==> src/hdl/rc_ook_pkg.sv <==
package rc_ook_pkg;

  localparam int WORD_BITS = 12;
  localparam int BIT_POS_W = 4;
  localparam int UNITS_W = 5;
  localparam int TICKS_W = 15;
  localparam int REPEAT_W = 8;
  localparam int SYS_W = 5;
  localparam int CFG_DATA_W = 15;
  localparam int CFG_IDX_W = 2;

  localparam logic [BIT_POS_W-1:0] LAST_BIT_POS = BIT_POS_W'(WORD_BITS - 1);
  localparam logic [UNITS_W-1:0] SHORT_UNITS = UNITS_W'(1);
  localparam logic [UNITS_W-1:0] LONG_UNITS = UNITS_W'(3);
  localparam logic [UNITS_W-1:0] SYNC_LOW_UNITS = UNITS_W'(31);

  typedef enum logic [0:0] {
    OP_TICK = 1'b0,
    OP_START = 1'b1
  } op_t;

  typedef enum logic [CFG_IDX_W-1:0] {
    CFG_SYSTEM_CODE = 2'd0,
    CFG_REPEAT_COUNT = 2'd1,
    CFG_PULSE_LENGTH = 2'd2
  } cfg_idx_t;

  // line segment of the frame
  typedef enum logic [2:0] {
    SEG_LEAD_HI = 3'd0,
    SEG_LEAD_LO = 3'd1,
    SEG_DATA_HI = 3'd2,
    SEG_DATA_LO = 3'd3,
    SEG_SYNC_HI = 3'd4,
    SEG_SYNC_LO = 3'd5
  } seg_t;

  typedef struct packed {
    logic       op;
    logic [4:0] device_address;
    logic       switch_on;
  } in_item_t;

  typedef struct packed {
    logic line_level;
    logic busy_res;
    logic done_res;
  } out_item_t;

endpackage

==> src/hdl/rc_tristate_ook_encoder_core.sv <==
// Tristate on-off-keyed remote-control encoder. A start transfer (op = 1) builds the 12-bit
// code word {system_code, device_address, on/off pair} and, when idle and repeat_count is
// nonzero, begins sending the frame repeat_count times; a start while busy is ignored. Every
// tick transfer (op = 0) is one microsecond of line time and returns the line level for that
// tick, a busy flag, and a done flag on the tick that ends the last frame. Each bit is sent
// MSB first as high 1 / low 3 units followed by high 1 / low 3 (bit set) or high 3 / low 1
// (bit clear); each frame ends with a sync of high 1 / low 31 units; one unit is
// pulse_length ticks (0 counts as 1). Every input transfer yields exactly one result. The
// block takes one item per clock: the whole step is done in the cycle of the input transfer
// and lands in a single result register, and a new item is taken whenever that register is
// empty or being drained in the same cycle. pulse_length is read live at each unit start;
// repeat_count and system_code are sampled at start. Configuration writes take effect at
// the next clock edge.
module rc_tristate_ook_encoder_core
  import rc_ook_pkg::*;
(
  input  logic                  clk,
  input  logic                  rst_n,
  input  logic                  in_valid,
  output logic                  in_ready,
  input  in_item_t              in_data,
  output logic                  out_valid,
  input  logic                  out_ready,
  output out_item_t             out_data,
  input  logic                  cfg_we,
  input  logic [CFG_IDX_W-1:0]  cfg_index,
  input  logic [CFG_DATA_W-1:0] cfg_wdata
);

  // configuration registers
  logic [SYS_W-1:0]    system_code_r;
  logic [REPEAT_W-1:0] repeat_count_r;
  logic [TICKS_W-1:0]  pulse_length_r;

  // encoder state
  logic [WORD_BITS-1:0] code_word_r, code_word_nxt;
  logic [REPEAT_W-1:0]  repeats_left_r, repeats_left_nxt;
  logic [BIT_POS_W-1:0] bit_pos_r, bit_pos_nxt;
  seg_t                 seg_r, seg_nxt;
  logic [UNITS_W-1:0]   units_left_r, units_left_nxt;
  logic [TICKS_W-1:0]   ticks_left_r, ticks_left_nxt;
  logic                 active_r, active_nxt;

  // result register
  logic      out_valid_r, out_valid_nxt;
  out_item_t out_data_r, out_data_nxt;

  logic               in_xfer;
  logic [TICKS_W-1:0] unit_ticks;
  logic               cur_bit;
  logic [TICKS_W-1:0] ticks_dec;
  logic [UNITS_W-1:0] units_dec;
  logic               start_ok;

  // result slot frees up when empty or drained this cycle
  assign in_ready  = !out_valid_r || out_ready;
  assign in_xfer   = in_valid && in_ready;
  assign out_valid = out_valid_r;
  assign out_data  = out_data_r;

  // a zero pulse length behaves as one tick per unit
  assign unit_ticks = (pulse_length_r == '0) ? TICKS_W'(1) : pulse_length_r;
  assign cur_bit    = code_word_r[bit_pos_r];
  assign ticks_dec  = ticks_left_r - TICKS_W'(1);
  assign units_dec  = units_left_r - UNITS_W'(1);
  assign start_ok   = !active_r && (repeat_count_r != '0);

  // line is high during the lead, data and sync high segments
  function automatic logic seg_is_high(input seg_t s);
    logic hi;
    unique case (s)
      SEG_LEAD_HI, SEG_DATA_HI, SEG_SYNC_HI: hi = 1'b1;
      default:                               hi = 1'b0;
    endcase
    return hi;
  endfunction

  // one encoder step per input transfer
  always_comb begin
    code_word_nxt    = code_word_r;
    repeats_left_nxt = repeats_left_r;
    bit_pos_nxt      = bit_pos_r;
    seg_nxt          = seg_r;
    units_left_nxt   = units_left_r;
    ticks_left_nxt   = ticks_left_r;
    active_nxt       = active_r;
    out_data_nxt     = out_data_r;

    if (in_xfer) begin
      out_data_nxt = '0;
      if (in_data.op == OP_START) begin
        if (start_ok) begin
          code_word_nxt    = {system_code_r, in_data.device_address,
                              in_data.switch_on, !in_data.switch_on};
          repeats_left_nxt = repeat_count_r;
          bit_pos_nxt      = LAST_BIT_POS;
          active_nxt       = 1'b1;
          seg_nxt          = SEG_LEAD_HI;
          units_left_nxt   = SHORT_UNITS;
          ticks_left_nxt   = unit_ticks;
        end
        // no time passes on a start: report the level now held
        out_data_nxt.line_level = start_ok ? 1'b1 : (active_r && seg_is_high(seg_r));
        out_data_nxt.busy_res   = start_ok || active_r;
      end else if (active_r) begin
        out_data_nxt.line_level = seg_is_high(seg_r);
        out_data_nxt.busy_res   = 1'b1;
        ticks_left_nxt          = ticks_dec;
        if (ticks_dec == '0) begin
          units_left_nxt = units_dec;
          if (units_dec != '0) begin
            ticks_left_nxt = unit_ticks;
          end else begin
            // segment finished, move on
            ticks_left_nxt = unit_ticks;
            unique case (seg_r)
              SEG_LEAD_HI: begin
                seg_nxt        = SEG_LEAD_LO;
                units_left_nxt = LONG_UNITS;
              end
              SEG_LEAD_LO: begin
                seg_nxt        = SEG_DATA_HI;
                units_left_nxt = cur_bit ? SHORT_UNITS : LONG_UNITS;
              end
              SEG_DATA_HI: begin
                seg_nxt        = SEG_DATA_LO;
                units_left_nxt = cur_bit ? LONG_UNITS : SHORT_UNITS;
              end
              SEG_DATA_LO: begin
                units_left_nxt = SHORT_UNITS;
                if (bit_pos_r == '0) begin
                  seg_nxt = SEG_SYNC_HI;
                end else begin
                  seg_nxt     = SEG_LEAD_HI;
                  bit_pos_nxt = bit_pos_r - BIT_POS_W'(1);
                end
              end
              SEG_SYNC_HI: begin
                seg_nxt        = SEG_SYNC_LO;
                units_left_nxt = SYNC_LOW_UNITS;
              end
              default: begin
                // end of sync low: frame done
                repeats_left_nxt = repeats_left_r - REPEAT_W'(1);
                bit_pos_nxt      = LAST_BIT_POS;
                seg_nxt          = SEG_LEAD_HI;
                if (repeats_left_r == REPEAT_W'(1)) begin
                  active_nxt            = 1'b0;
                  units_left_nxt        = '0;
                  ticks_left_nxt        = '0;
                  out_data_nxt.done_res = 1'b1;
                end else begin
                  units_left_nxt = SHORT_UNITS;
                end
              end
            endcase
          end
        end
      end
    end
  end

  always_comb begin
    if (in_xfer) begin
      out_valid_nxt = 1'b1;
    end else if (out_ready) begin
      out_valid_nxt = 1'b0;
    end else begin
      out_valid_nxt = out_valid_r;
    end
  end

  // configuration writes
  always_ff @(posedge clk) begin
    if (!rst_n) begin
      system_code_r  <= '0;
      repeat_count_r <= REPEAT_W'(10);
      pulse_length_r <= TICKS_W'(350);
    end else if (cfg_we) begin
      unique case (cfg_index)
        CFG_SYSTEM_CODE:  system_code_r  <= cfg_wdata[SYS_W-1:0];
        CFG_REPEAT_COUNT: repeat_count_r <= cfg_wdata[REPEAT_W-1:0];
        CFG_PULSE_LENGTH: pulse_length_r <= cfg_wdata[TICKS_W-1:0];
        default: ; // unused index, write dropped
      endcase
    end
  end

  // encoder state and result valid
  always_ff @(posedge clk) begin
    if (!rst_n) begin
      code_word_r    <= '0;
      repeats_left_r <= '0;
      bit_pos_r      <= LAST_BIT_POS;
      seg_r          <= SEG_LEAD_HI;
      units_left_r   <= '0;
      ticks_left_r   <= '0;
      active_r       <= 1'b0;
      out_valid_r    <= 1'b0;
    end else begin
      code_word_r    <= code_word_nxt;
      repeats_left_r <= repeats_left_nxt;
      bit_pos_r      <= bit_pos_nxt;
      seg_r          <= seg_nxt;
      units_left_r   <= units_left_nxt;
      ticks_left_r   <= ticks_left_nxt;
      active_r       <= active_nxt;
      out_valid_r    <= out_valid_nxt;
    end
  end

  // result payload
  always_ff @(posedge clk) begin
    out_data_r <= out_data_nxt;
  end

endmodule

==> config.mk <==
export PLATFORM = sky130hd
export DESIGN_NAME = rc_tristate_ook_encoder_core
export DESIGN_NICKNAME = d
export VERILOG_FILES = /design/src/hdl/rc_ook_pkg.sv /design/src/hdl/rc_tristate_ook_encoder_core.sv
export SDC_FILE = /design/constraint.sdc
export NUM_CORES = 1
export LEC_CHECK = 0
export BUFFER_PORTS_ARGS = -buffer_cell sky130_fd_sc_hd__buf_2
export CORE_MARGIN = 2
export CORE_UTILIZATION = 39
export CTS_CLUSTER_DIAMETER = 40
export DETAILED_ROUTE_END_ITERATION = 10
export GPL_TIMING_DRIVEN = 0
export PLACE_DENSITY = 0.63
export REMOVE_ABC_BUFFERS = 1
export SETUP_SLACK_MARGIN = 0.3
export SLEW_MARGIN = 20
export SYNTH_ARGS = -nofsm -noshare
export SYNTH_HDL_FRONTEND = slang
export SYNTH_SLANG_ARGS = --single-unit
export TNS_END_PERCENT = 50
==> constraint.sdc <==
create_clock -name clk -period 3.1 [get_ports clk]
set_input_delay 0.155 -clock clk [delete_from_list [all_inputs] [get_ports clk]]
set_output_delay 0.155 -clock clk [all_outputs]
set_load 0.05 [all_outputs]
==> Word level (Yosys, flattened, before mapping) <==
Cells that the tools add are included.
{ "totals": {"out_inout_bits": 5, "n_memories": 0, "input_bits": 29, "ramBits": 0, "elab_cells": 123, "regBits": 80, "rom_bits": 0, "latch_bits": 0} }
{ "classes": {"add_sub_neg": 4, "multipliers": 0, "bitwise": 2, "shift": 0, "div": 0, "eq_ne": 12, "magnitude_cmp": 1, "n_reduce_logical": 32, "mux": 58} }
{ "op_table": {"columns": ["op", "count"], "rows": [
  ["2-to-1 mux 15 bit", 8],
  ["2-to-1 mux 8 bit", 6],
  ["zero test 15 bit", 2],
  ["2-to-1 mux 5 bit", 5],
  ["one-hot mux 5 bit (5 select lines)", 1],
  ["2-to-1 mux 4 bit", 6],
  ["2-to-1 mux 3 bit", 7],
  ["2-to-1 mux 1 bit", 19],
  ["one-hot mux 3 bit (5 select lines)", 1],
  ["subtractor 15 x 1 -> 15 bit (second input constant)", 1],
  ["OR reduction 9 bit", 1],
  ["equality test 8 x 1 -> 1 bit (second input constant)", 1],
  ["one-hot mux 4 bit (2 select lines)", 1],
  ["AND reduction 2 bit", 4],
  ["nonzero test 8 bit", 1],
  ["subtractor 8 x 1 -> 8 bit (second input constant)", 1],
  ["AND reduction 7 bit", 1],
  ["equality test 3 x 2 -> 1 bit (second input constant)", 2],
  ["2-to-1 mux 2 bit", 3],
  ["!= test 2 x 1 -> 1 bit (second input constant)", 3],
  ["AND reduction 3 bit", 2],
  ["AND reduction 6 bit", 1],
  ["nonzero test 2 bit", 3],
  ["less-than comparator 4 x 5 -> 1 bit (second input constant)", 1],
  ["22 further kinds", 28]
]} }

==> Depth between registers and ports, before layout <==
Gate-level depths: netlist of run 1.
{ "logic_depth": {"depth_word": 8, "depth_mapped": 12, "depth_no_buf": 9} }

==> Worst setup path before layout of run 1 <==
Ideal clock, no wire load.
{ "synth_timing": {"kind": "flip-flop to flip-flop", "start": "register out_valid_r (netlist: out_valid)", "end": "register bit_pos_r[0]", "path_stages_with_launch": 8, "setup_ns": 0.130, "path_buffers": 0, "required_ns": 2.970, "synth_period_minus_slack_ns": 2.696, "t_arrival_ns": 2.566, "path_slack_ns": 0.404, "path_cell_list": "dfxtp_1 > nand2b_1 > nand2_1 > a21oi_1 > o21ai_0 > or3_1 > nor3_1 > mux2i_1"} }
{ "synth_via": {"elab_chain_len": 4} }
{ "synth_lines": {"columns": ["item", "line", "rtl"], "rows": [
  ["start, declared", "rc_tristate_ook_encoder_core.sv:45", "logic out_valid_r, out_valid_nxt;"],
  ["start signal, assigned", "rc_tristate_ook_encoder_core.sv:208", "out_valid_r <= out_valid_nxt;"],
  ["zero test 1 bit", "rc_tristate_ook_encoder_core.sv:56", "assign in_ready = !out_valid_r || out_ready;"],
  ["logical OR 1 bit", "rc_tristate_ook_encoder_core.sv:56", null],
  ["via in_ready", "rc_tristate_ook_encoder_core.sv:20", "output logic in_ready,"],
  ["logical AND 1 bit", "rc_tristate_ook_encoder_core.sv:57", "assign in_xfer = in_valid && in_ready;"],
  ["AND reduction 7 bit (no source line)", null, null],
  ["end signal, assigned", "rc_tristate_ook_encoder_core.sv:203", "bit_pos_r <= bit_pos_nxt;"],
  ["end, declared", "rc_tristate_ook_encoder_core.sv:38", "logic [BIT_POS_W-1:0] bit_pos_r, bit_pos_nxt;"]
]} }
The timed path passes the listed nets, and every way through them passes these cells.
A chain may end at the register's enable or synchronous reset.

==> Worst setup path after layout of run 1 <==
{ "layout_timing": {"start": "register ticks_left_r[5]", "end": "register units_left_r[2]"} }
{ "layout_via": {"elab_chain_len": 4} }
{ "layout_lines": {"columns": ["item", "line", "rtl"], "rows": [
  ["start, declared", "rc_tristate_ook_encoder_core.sv:41", "logic [TICKS_W-1:0] ticks_left_r, ticks_left_nxt;"],
  ["start signal, assigned", "rc_tristate_ook_encoder_core.sv:206", "ticks_left_r <= ticks_left_nxt;"],
  ["subtractor 15 x 1 -> 15 bit", "rc_tristate_ook_encoder_core.sv:64", "assign ticks_dec = ticks_left_r - TICKS_W'(1);"],
  ["zero test 15 bit", "rc_tristate_ook_encoder_core.sv:109", "if (ticks_dec == '0) begin"],
  ["nonzero test 2 bit (no source line)", null, null],
  ["AND reduction 4 bit (no source line)", null, null],
  ["end signal, assigned", "rc_tristate_ook_encoder_core.sv:205", "units_left_r <= units_left_nxt;"],
  ["end, declared", "rc_tristate_ook_encoder_core.sv:40", "logic [UNITS_W-1:0] units_left_r, units_left_nxt;"]
]} }
Every way passes these cells.

==> results.txt, run 1 <==
Status: complete, no violations
Synth cell types: 72
PwrDens: 526 nW/um^2
Placed Cells: 673
Synth Instances: 533
H-tree level count: 3
Final ANT Viol Nets: 0
GRT met1 Usage: 27.8%
Pre-CTS setup slack: -643 ps
First-pass GRT wire length: 19100 um
Sw Pwr: 0.000797 W
Vias in the first global route: 3835
DP Wirelength: 7730 um
Die Ht: 109 um
Remaining Overflow, GRT: 0
Routed vias/inst: 5.79
Area Overhead vs Synth: 16.8%
Yosys top cell area share: 36.1%
Initial Util: 39.8%
Share of cells above drive strength 1: 18.8%
CTS tree: done
Syn avg cell area: 8.01 um^2
Setup TNS Final: 0 ps
TritonCTS buffer count: 9
Drt wl/cell: 16.3 um
Cell with the most instances after synthesis: nand2_1
WP buf/inv: 1
Ant. Diodes: 0
# DRC: 0
Worst-margin pin slew: 895 ps
Number of DRC markers in iteration 0: 283
DR vias: 4052
Top post-synthesis cells by count: 89 x nand2_1, 77 x dfxtp_1, 49 x nor2_1, 48 x a21oi_1, 28 x clkbuf_1
Setup Crit Path Kind: flip-flop to flip-flop
CP arrival: 2980 ps
Slew Viols, Final: 0
Leakage: 1.93 nW
Skew-Pair Late Insertion Delay: 370 ps
Count of final setup violators: 0
HP Class: primary input to flip-flop
GRT Total Usage: 20.6%
Worst Setup Slack, final: 377 ps
Crit path depth: 8
CTS Sinks: 80
Clk root buf: clkbuf_8
Core area: 10700 um^2
CP startpoint kind: flip-flop
Final core utilization: 46.4%
Clock power frac: 34.8%
I/O pins: 34
Router iterations before antenna repair: 5
Initial antenna violation count: 0
Non-filler cells, final: 700
Reg clk slew, reported paths: 80 ps
Slowest-stage cell, CP: or4_4
Largest net degree at the start of global routing: 43
Synth Register Bits: 80
Number of max-cap violations: 0
Register area share after synthesis: 38.2%
Met2 track demand over resource: 31.8%
R2R depth: 8
Mapped cell area: 4270 um^2
Combinational Power Share: 21.5%
Post-synth ARST share: 0%
Top cell family by delay on the critical path: compound AO/OA/AOI/OAI gates
VDD IR max: 0.000318 V
Port-buffer cells: 33
Critical path's largest stage delay: 580 ps
GR Util met3: 3.65%
Most area-hungry cell type in the Yosys netlist: dfxtp_1
Int Pwr: 0.00183 W
Total Power: 0.00262 W
Chip width: 109 um
Die footprint: 11800 um^2
# rows: 38
Flop pwr share: 43.7%
YS warnings: 0
Worst path required time: 3360 ps
CP Cell Sequence: or4_4, buf_4, o41ai_4, o31ai_4, and4_1, a21oi_4, nor2_1, o221a_2
Sw frac: 30.4%
Post-layout min period: 2720 ps
Most Crowded Layer GR: met2
Hold Violations, Final: 0
Leading post-synthesis cells by cell area: dfxtp_1 36%, nand2_1 7.8%, a21oi_1 5.6%, mux2i_1 4.7%, nor2_1 4.3%
Dominant synthesized flop cell: dfxtp_1
Worst-path fanout max: 8
Final worst-path cycle share: 87.8%
Post-synth EDFFs: 3
Hold depth: 3
Endpoint type of the worst setup path: flip-flop
Final WL: 11400 um
Layout Skew: 9.31 ps
Max frequency: 367 MHz
CTS max path bufs: 2
Final net count: 592
Slew HR: 40.2%
GPL Wtd Cong: 0.854
RSZ-0062 raised after global routing: no
-- state kept, by name, indices dropped and copies added, names as in the netlist --
signal          count
seg_r               3
out_data            3
ticks_left_r       15
pulse_length_r     15
repeat_count_r      8
units_left_r        5
bit_pos_r           4
repeats_left_r      8
code_word_r        12
system_code_r       5
out_valid           1
active_r            1
-- cells in the final DEF (no fill, tap or decap), types with 3 or more instances in the layout --
| master | instances |
|---|---|
| nand2_1 | 88 |
| dfxtp_1 | 72 |
| nor2_1 | 48 |
| a21oi_1 | 46 |
| buf_2 | 33 |
| o21ai_0 | 26 |
| mux2i_1 | 20 |
| nor3_1 | 15 |
| inv_1 | 14 |
| nand3_1 | 13 |
| clkbuf_8 | 12 |
| nor4_1 | 10 |
| o2bb2ai_1 | 10 |
| buf_4 | 8 |
| nand4_1 | 7 |
| ha_1 | 7 |
| nor3b_1 | 6 |
| or3_1 | 6 |
| nand2b_1 | 5 |
| nand3b_1 | 5 |
| a31oi_1 | 5 |
| o221a_2 | 4 |
| o31ai_1 | 4 |
| dfxtp_2 | 4 |
| or4_4 | 3 |
| a21o_1 | 3 |
| mux4_2 | 3 |
| a22o_1 | 3 |
| o22ai_1 | 3 |
| a22oi_1 | 3 |
| edfxtp_1 | 3 |
-- layout make-up --
cell class                 count  area, um^2
clock buffer                  12         165
tap                          140         175
fill                        1063        5760
sequential                    80        1640
inverter                      16        65.1
multi-input combinational    403        2590
clock inverter                 4        73.8
timing repair buffer          45         277
-- final timing paths --
check / to / from / slack [ps]
max: units_left_r[2] / ticks_left_r[5] / 380
min: code_word_r[2] / in_data[1] / 20
max reg2reg: units_left_r[2] / ticks_left_r[5] / 380
min reg2reg: code_word_r[2] / code_word_r[2] / 460
-- cell families (layout without fill, tap and decap cells) --
family	count (synthesis)	in the layout	share of synthesized area, %
and+or+nand+nor	227	227	25.6
DFF	80	80	38.2
xor gates and xnor gates	3	3	0.615
muxes	24	24	6.53
AOI/OAI and AO/OA	141	141	21.8
adders and majority gates	8	8	2.34
buffers and inverters	50	77	4.89
-- routing by layer --
layer  share of wire [%]  up-vias
met3                 4.9       23
met2                  46      120
met1                  46     1945
li1                    -     1964
met4                 2.4        0
met5                   0        -
-- tightest hold or removal path, stage by stage --
cell     delay [ps]
buf_2            90
nand2_1          40
a21oi_1          50
-- timing repair --
item / CTS / global route
setup buffers: 7 / 2
gates resized for setup: 18 / 17
hold buffers: 2 / 0
hold endpoints to repair: 2 / 0
setup endpoints to repair: 37 / 33
gates cloned: 0 / 0
pin swaps: 6 / 5
-- per-stage QoR --
stage                     hold slack [ps]  instance area, um^2
after floorplan                       217                 4120
after detailed placement              361                 4480
after global placement                343                 4460
after global routing                 25.0                 4990
after CTS                            11.7                 4890
final                                21.9                 4990
-- power groups by stage --
stage,clock network (W),logic (W),registers (W)
floorplan,0,0.000322,0.00116
global placement,0,0.000436,0.00116
detailed placement,0,0.000457,0.00116
CTS,0.000929,0.000509,0.00114
global route,0.000981,0.000617,0.00115
finish,0.000914,0.000563,0.00115
(Power assumes the default switching activity.)
==> run 2, diff against run 1 <==
- PLACE_DENSITY: 0.63 -> 0.65
- clock period: 3.1 -> 2.39 ns (I/O delays scaled with it)
==> run 2 against run 1 <==
Net effect:
- the run now ends with negative setup slack left
- via count up 6.0%
- die area unchanged
- sequential cell count unchanged
- clock power up 30%
- cell count up 4.7%
- non-clock buffer count up 31
- clock skew up 7.0 ps
- register-to-register slack worse by 570 ps
- highest routed layer unchanged
- total power up 37%
- global-route usage up 0.61 points
- core utilization up 4.8 points
- critical endpoint unchanged
- hold slack worse by 20 ps
==> results.txt, run 2 (same netlist as run 1, synthesis figures left out) <==
Commonest cells after routing, fill and taps aside: 86 x nand2_1, 67 x dfxtp_1, 46 x nor2_1 (was 88 x nand2_1, 72 x dfxtp_1, 48 x nor2_1)
Slew HR: 39.7% (was 40.2%)
CP startpoint kind: flip-flop (unchanged)
Chip width: 109 um (unchanged)
Ant. Diodes: 0 (unchanged)
VDD IR max: 0.000352 V (was 0.000318 V)
CTS tree: done (unchanged)
DR vias: 4294 (was 4052)
Final net count: 625 (was 592)
Drt wl/cell: 17.2 um (was 16.3 um)
Final WL: 12600 um (was 11400 um)
Area Overhead vs Synth: 28.9% (was 16.8%)
Most common cell after layout, fill and taps aside: nand2_1 (unchanged)
CTS max path bufs: 2 (unchanged)
Worst-path fanout max: 11 (was 8)
Placed Instance Area: 4480 um^2 (unchanged)
Largest net degree at the start of global routing: 43 (unchanged)
Hold Violations, Final: 0 (unchanged)
First-pass GRT wire length: 19900 um (was 19100 um)
TritonCTS buffer count: 9 (unchanged)
RSZ-0062 raised after global routing: yes (was no)
Number of DRC markers in iteration 0: 332 (was 283)
Skew-Pair Late Insertion Delay: 370 ps (about the same)
Slew Viols, Final: 0 (unchanged)
Status: finished, violations left (was complete, no violations)
Endpoint type of the worst setup path: flip-flop (unchanged)
Number of max-cap violations: 0 (unchanged)
CTS Sinks: 80 (unchanged)
Post-layout min period: 2590 ps (was 2720 ps)
Core area: 10700 um^2 (unchanged)
Die Ht: 109 um (unchanged)
Worst path required time: 2640 ps (was 3360 ps)
Setup Crit Path Kind: flip-flop to flip-flop (unchanged)
H-tree level count: 3 (unchanged)
Count of final setup violators: 36 (was 0)
Final hold slack: 1.61 ps (was 21.9 ps)
PwrDens: 654 nW/um^2 (was 526 nW/um^2)
Total Power: 0.00360 W (was 0.00262 W)
Initial antenna violation count: 0 (unchanged)
Remaining Overflow, GRT: 0 (unchanged)
GPL Wtd Cong: 0.826 (was 0.854)
CP arrival: 2830 ps (was 2980 ps)
Worst-margin pin slew: 903 ps (was 895 ps)
Final worst-path cycle share: 108% (was 87.8%)
Die footprint: 11800 um^2 (unchanged)
Violated checks: negative setup slack
Fin area: 5510 um^2 (was 4990 um^2)
Hold depth: 3 (unchanged)
Setup TNS Final: -4290 ps (was 0 ps)
R2R depth: 10 (was 8)
HP Class: primary input to flip-flop (unchanged)
Reg clk slew, reported paths: 100 ps (was 80 ps)
DP Wirelength: 7590 um (was 7730 um)
Largest regs: pulse_length_r: 15 flops, ticks_left_r: 15 flops, code_word_r: 12 flops (unchanged)
# rows: 38 (unchanged)
Initial Util: 39.8% (unchanged)
Final ANT Viol Nets: 0 (unchanged)
Clk root buf: clkbuf_8 (unchanged)
Routed vias/inst: 5.86 (was 5.79)
Max frequency: 387 MHz (was 367 MHz)
I/O pins: 34 (unchanged)
Port-buffer cells: 33 (unchanged)
Layout Skew: 16.4 ps (was 9.31 ps)
Router iterations before antenna repair: 6 (was 5)
Share of cells above drive strength 1: 26.6% (was 18.8%)
# DRC: 0 (unchanged)
Leakage: 2.12 nW (was 1.93 nW)
Worst Setup Slack, final: -195 ps (was 377 ps)
GRT Total Usage: 21.3% (was 20.6%)
Vias in the first global route: 4112 (was 3835)
==> run 2: cell count changes in the layout (fill, tap and decap cells not counted), moves of 3 or more <==
| cell | before | now |
|---|---|---|
| a21o_4 | 0 | 3 |
| a21oi_2 | 1 | 7 |
| nor3_1 | 15 | 11 |
| dfxtp_1 | 72 | 67 |
| dfxtp_4 | 1 | 6 |
| dlygate4sd3_1 | 2 | 13 |
| buf_4 | 8 | 18 |
| a21oi_1 | 46 | 39 |
| clkbuf_8 | 12 | 9 |
| buf_6 | 1 | 12 |
==> run 2: power breakdown <==
group | internal, W | total (W) | switching (W)
registers | 0.00141 | 0.00149 | 0.0000806
logic | 0.000406 | 0.000932 | 0.000526
clock network | 0.000611 | 0.00119 | 0.000576
==> run 2: worst max-delay path, cell delays in order (launching register included) <==
cell	delay, ps
dfxtp_2	360
inv_1	150
ha_4	240
nand2_1	110
or4_4	540
o311ai_4	100
nand4_4	200
buf_6	170
o21ai_4	220
nand2_2	100
o221a_2	280
==> run 2: area by class of cell <==
cell class                 instances  area (um^2)
fill                            1026         5240
multi-input combinational        405         2810
sequential                        80         1660
timing repair buffer              76          566
tap                              140          175
clock buffer                       9          124
clock inverter                     7          108
inverter                          16         66.3
==> run 2: per-layer routing <==
metal / vias to the layer above / GRT usage, % / wire length, um
met5: - / 0 / 0
met4: 0 / 8.15 / 412
met3: 51 / 3.83 / 671
met2: 157 / 35.7 / 5980
met1: 2040 / 27.1 / 5540
li1: 2046 / - / -
==> run 2: worst paths after layout <==
| kind | endpoint | start | slack [ps] |
|---|---|---|---|
| max reg2reg | units_left_r[2] | ticks_left_r[1] | -200 |
| min | repeat_count_r[5] | cfg_wdata[5] | 2 |
| min reg2reg | code_word_r[10] | code_word_r[10] | 460 |
| max | units_left_r[2] | ticks_left_r[1] | -200 |
==> run 2: timing repair <==
action / in CTS / in global routing
hold buffers: 13 / 0
gates cloned: 0 / 3
setup buffers: 20 / 8
endpoints found under the hold margin: 13 / 0
pin swaps: 20 / 25
setup endpoints to repair: 37 / 48
resized for setup: 63 / 35
==> run 2: through the flow <==
| step | utilization, % | cells | setup slack [ps] |
|---|---|---|---|
| floorplan | - | 499 | -878 |
| global placement | 41.5 | 672 | -1780 |
| detailed placement | 41.7 | 673 | -1310 |
| CTS | 49.1 | 722 | -154 |
| global route | 51.3 | 733 | -270 |
| finish | 51.3 | 733 | -195 |
==> run 3, diff against run 2 <==
- SKIP_LAST_GASP: not set -> 1
==> run 3 against run 2 <==
Net effect:
- the flow still finishes with violations (negative setup slack)
- sequential power about the same
- wire length shrank 1.0%
- register-to-register slack better by 40 ps
- largest cell class unchanged
==> results.txt, run 3 (same netlist as run 1, synthesis figures left out) <==
CP startpoint kind: flip-flop (unchanged)
Chip width: 109 um (unchanged)
Initial Util: 39.8% (unchanged)
Die footprint: 11800 um^2 (unchanged)
Routed vias/inst: 5.84 (was 5.86)
H-tree level count: 3 (unchanged)
Initial antenna violation count: 0 (unchanged)
# DRC: 0 (unchanged)
CTS max path bufs: 2 (unchanged)
I/O pins: 34 (unchanged)
Skew-Pair Late Insertion Delay: 360 ps (was 370 ps)
Status: finished, violations left (unchanged)
Most common cell after layout, fill and taps aside: nand2_1 (unchanged)
Die Ht: 109 um (unchanged)
Worst path required time: 2640 ps (about the same)
Final net count: 627 (was 625)
CTS tree: done (unchanged)
Max frequency: 394 MHz (was 387 MHz)
Fin area: 5510 um^2 (unchanged)
Final worst-path cycle share: 106% (was 108%)
CTS Sinks: 80 (unchanged)
Largest net degree at the start of global routing: 43 (unchanged)
Area Overhead vs Synth: 28.9% (unchanged)
Commonest cells after routing, fill and taps aside: 85 x nand2_1, 68 x dfxtp_1, 46 x nor2_1 (was 86 x nand2_1, 67 x dfxtp_1, 46 x nor2_1)
Router iterations before antenna repair: 5 (was 6)
Critical path's largest stage delay: 550 ps (was 540 ps)
Most Frequent Cell on Critical Path: buf_4
Clock power frac: 33.0% (was 32.9%)
Sw frac: 32.8% (about the same)
Placed Instance Area: 4480 um^2 (unchanged)
Reg clk slew, reported paths: 90 ps (was 100 ps)
Final ANT Viol Nets: 0 (unchanged)
Flop pwr share: 41.1% (was 41.2%)
Final WL: 12500 um (was 12600 um)
Worst-path fanout max: 5 (was 11)
Leakage: 2.13 nW (was 2.12 nW)
DP Wirelength: 7590 um (unchanged)
Endpoint type of the worst setup path: flip-flop (unchanged)
Number of DRC markers in iteration 0: 292 (was 332)
Combinational Power Share: 25.9% (about the same)
Clk root buf: clkbuf_8 (unchanged)
Storage cell area: 1660 um^2 (about the same)
Area occupied by multi-input gates: 2800 um^2 (was 2810 um^2)
Core area: 10700 um^2 (unchanged)
Slew Viols, Final: 0 (unchanged)
Sw Pwr: 0.00118 W (about the same)
Worst-margin pin slew: 911 ps (was 903 ps)
Worst Setup Slack, final: -151 ps (was -195 ps)
Post-layout min period: 2540 ps (was 2590 ps)
Violated checks: negative setup slack (unchanged)
DR vias: 4293 (was 4294)
Number of max-cap violations: 0 (unchanged)
Drt wl/cell: 17.0 um (was 17.2 um)
Remaining Overflow, GRT: 0 (unchanged)
Vias in the first global route: 4113 (was 4112)
Int Pwr: 0.00243 W (was 0.00242 W)
CP arrival: 2790 ps (was 2830 ps)
GPL Wtd Cong: 0.826 (unchanged)
RSZ-0062 raised after global routing: yes (unchanged)
First-pass GRT wire length: 19800 um (was 19900 um)
Ant. Diodes: 0 (unchanged)
CP Cell Sequence: or4_4, buf_4, nor4_4, buf_4, xor2_4, nor3_4, buf_6, a21o_4, a32o_1 (was inv_1, ha_4, nand2_1, or4_4, o311ai_4, nand4_4, buf_6, o21ai_4, nand2_2, o221a_2)
HP Class: primary input to flip-flop (unchanged)
Share of cells above drive strength 1: 25.7% (was 26.6%)
Layout Skew: 15.1 ps (was 16.4 ps)
Count of final setup violators: 35 (was 36)
# rows: 38 (unchanged)
Layout fillers: 1022 (was 1026)
TritonCTS buffer count: 9 (unchanged)
PwrDens: 656 nW/um^2 (was 654 nW/um^2)
GRT Total Usage: 21.3% (unchanged)
Total Power: 0.00361 W (was 0.00360 W)
Slew HR: 39.1% (was 39.7%)
VDD IR max: 0.000344 V (was 0.000352 V)
Port-buffer cells: 33 (unchanged)
Hold Violations, Final: 0 (unchanged)
WP buf/inv: 3 (was 2)
Top cell family by delay on the critical path: simple AND/OR/NAND/NOR gates (unchanged)
Slowest-stage cell, CP: or4_4 (unchanged)
Setup Crit Path Kind: flip-flop to flip-flop (unchanged)
Largest regs: pulse_length_r: 15 flops, ticks_left_r: 15 flops, code_word_r: 12 flops (unchanged)
run 3: metrics by stage:
stage	hold slack [ps]	setup slack [ps]	cells	utilization [%]	setup TNS (ps)
after CTS	1.37	-154	722	48.9	-3110
after global routing	8.42	-237	735	51.3	-5860
after global placement	310	-1780	672	41.5	-47390
after floorplan	181	-878	499	-	-17540
final	1.10	-151	735	51.3	-3320
after detailed placement	331	-1310	673	41.7	-36290
run 3: area by class of cell:
type / count / share of cell area [%]
multi-input combinational: 405 / 50.8
sequential: 80 / 30.1
timing repair buffer: 78 / 10.6
tap: 140 / 3.18
clock buffer: 9 / 2.25
clock inverter: 7 / 1.95
inverter: 16 / 1.20
run 3: tightest hold or removal path, delay by kind of cell:
family                 cells  cell delay [ps]
buffers and inverters      1               90
and+or+nand+nor            1               70
muxes                      1               60
run 3: worst paths after layout:
check        slack (ps)           endpoint       startpoint  depth (start not counted)
max                -150  repeats_left_r[5]  ticks_left_r[7]                          9
min                   1  repeat_count_r[5]     cfg_wdata[5]                          3
max reg2reg        -150  repeats_left_r[5]  ticks_left_r[7]                          9
min reg2reg         460    code_word_r[10]  code_word_r[10]                          2
run 3: metal layers:
metal | wire [um] | part of all wire, % | vias up | track usage [%]
li1 | - | - | 2045 | -
met1 | 5540 | 44 | 2073 | 27.3
met2 | 5960 | 48 | 145 | 35.6
met3 | 676 | 5.4 | 30 | 3.71
met4 | 303 | 2.4 | 0 | 8.15
met5 | 0 | 0 | - | 0
run 3: power groups by stage:
stage               clock network, W  logic (W)  registers [W]
floorplan                          0   0.000418        0.00150
global placement                   0   0.000565        0.00150
detailed placement                 0   0.000588        0.00151
CTS                          0.00120   0.000789        0.00148
global route                 0.00125    0.00101        0.00149
finish                       0.00119   0.000936        0.00148
run 3: timing repair:
item	4_1_cts	5_1_grt
endpoints found under the setup margin	37	48
pin swaps	18	13
endpoints found under the hold margin	13	0
buffers inserted	20	11
gates resized for setup	60	27
cloned	0	2
hold buffers	13	0
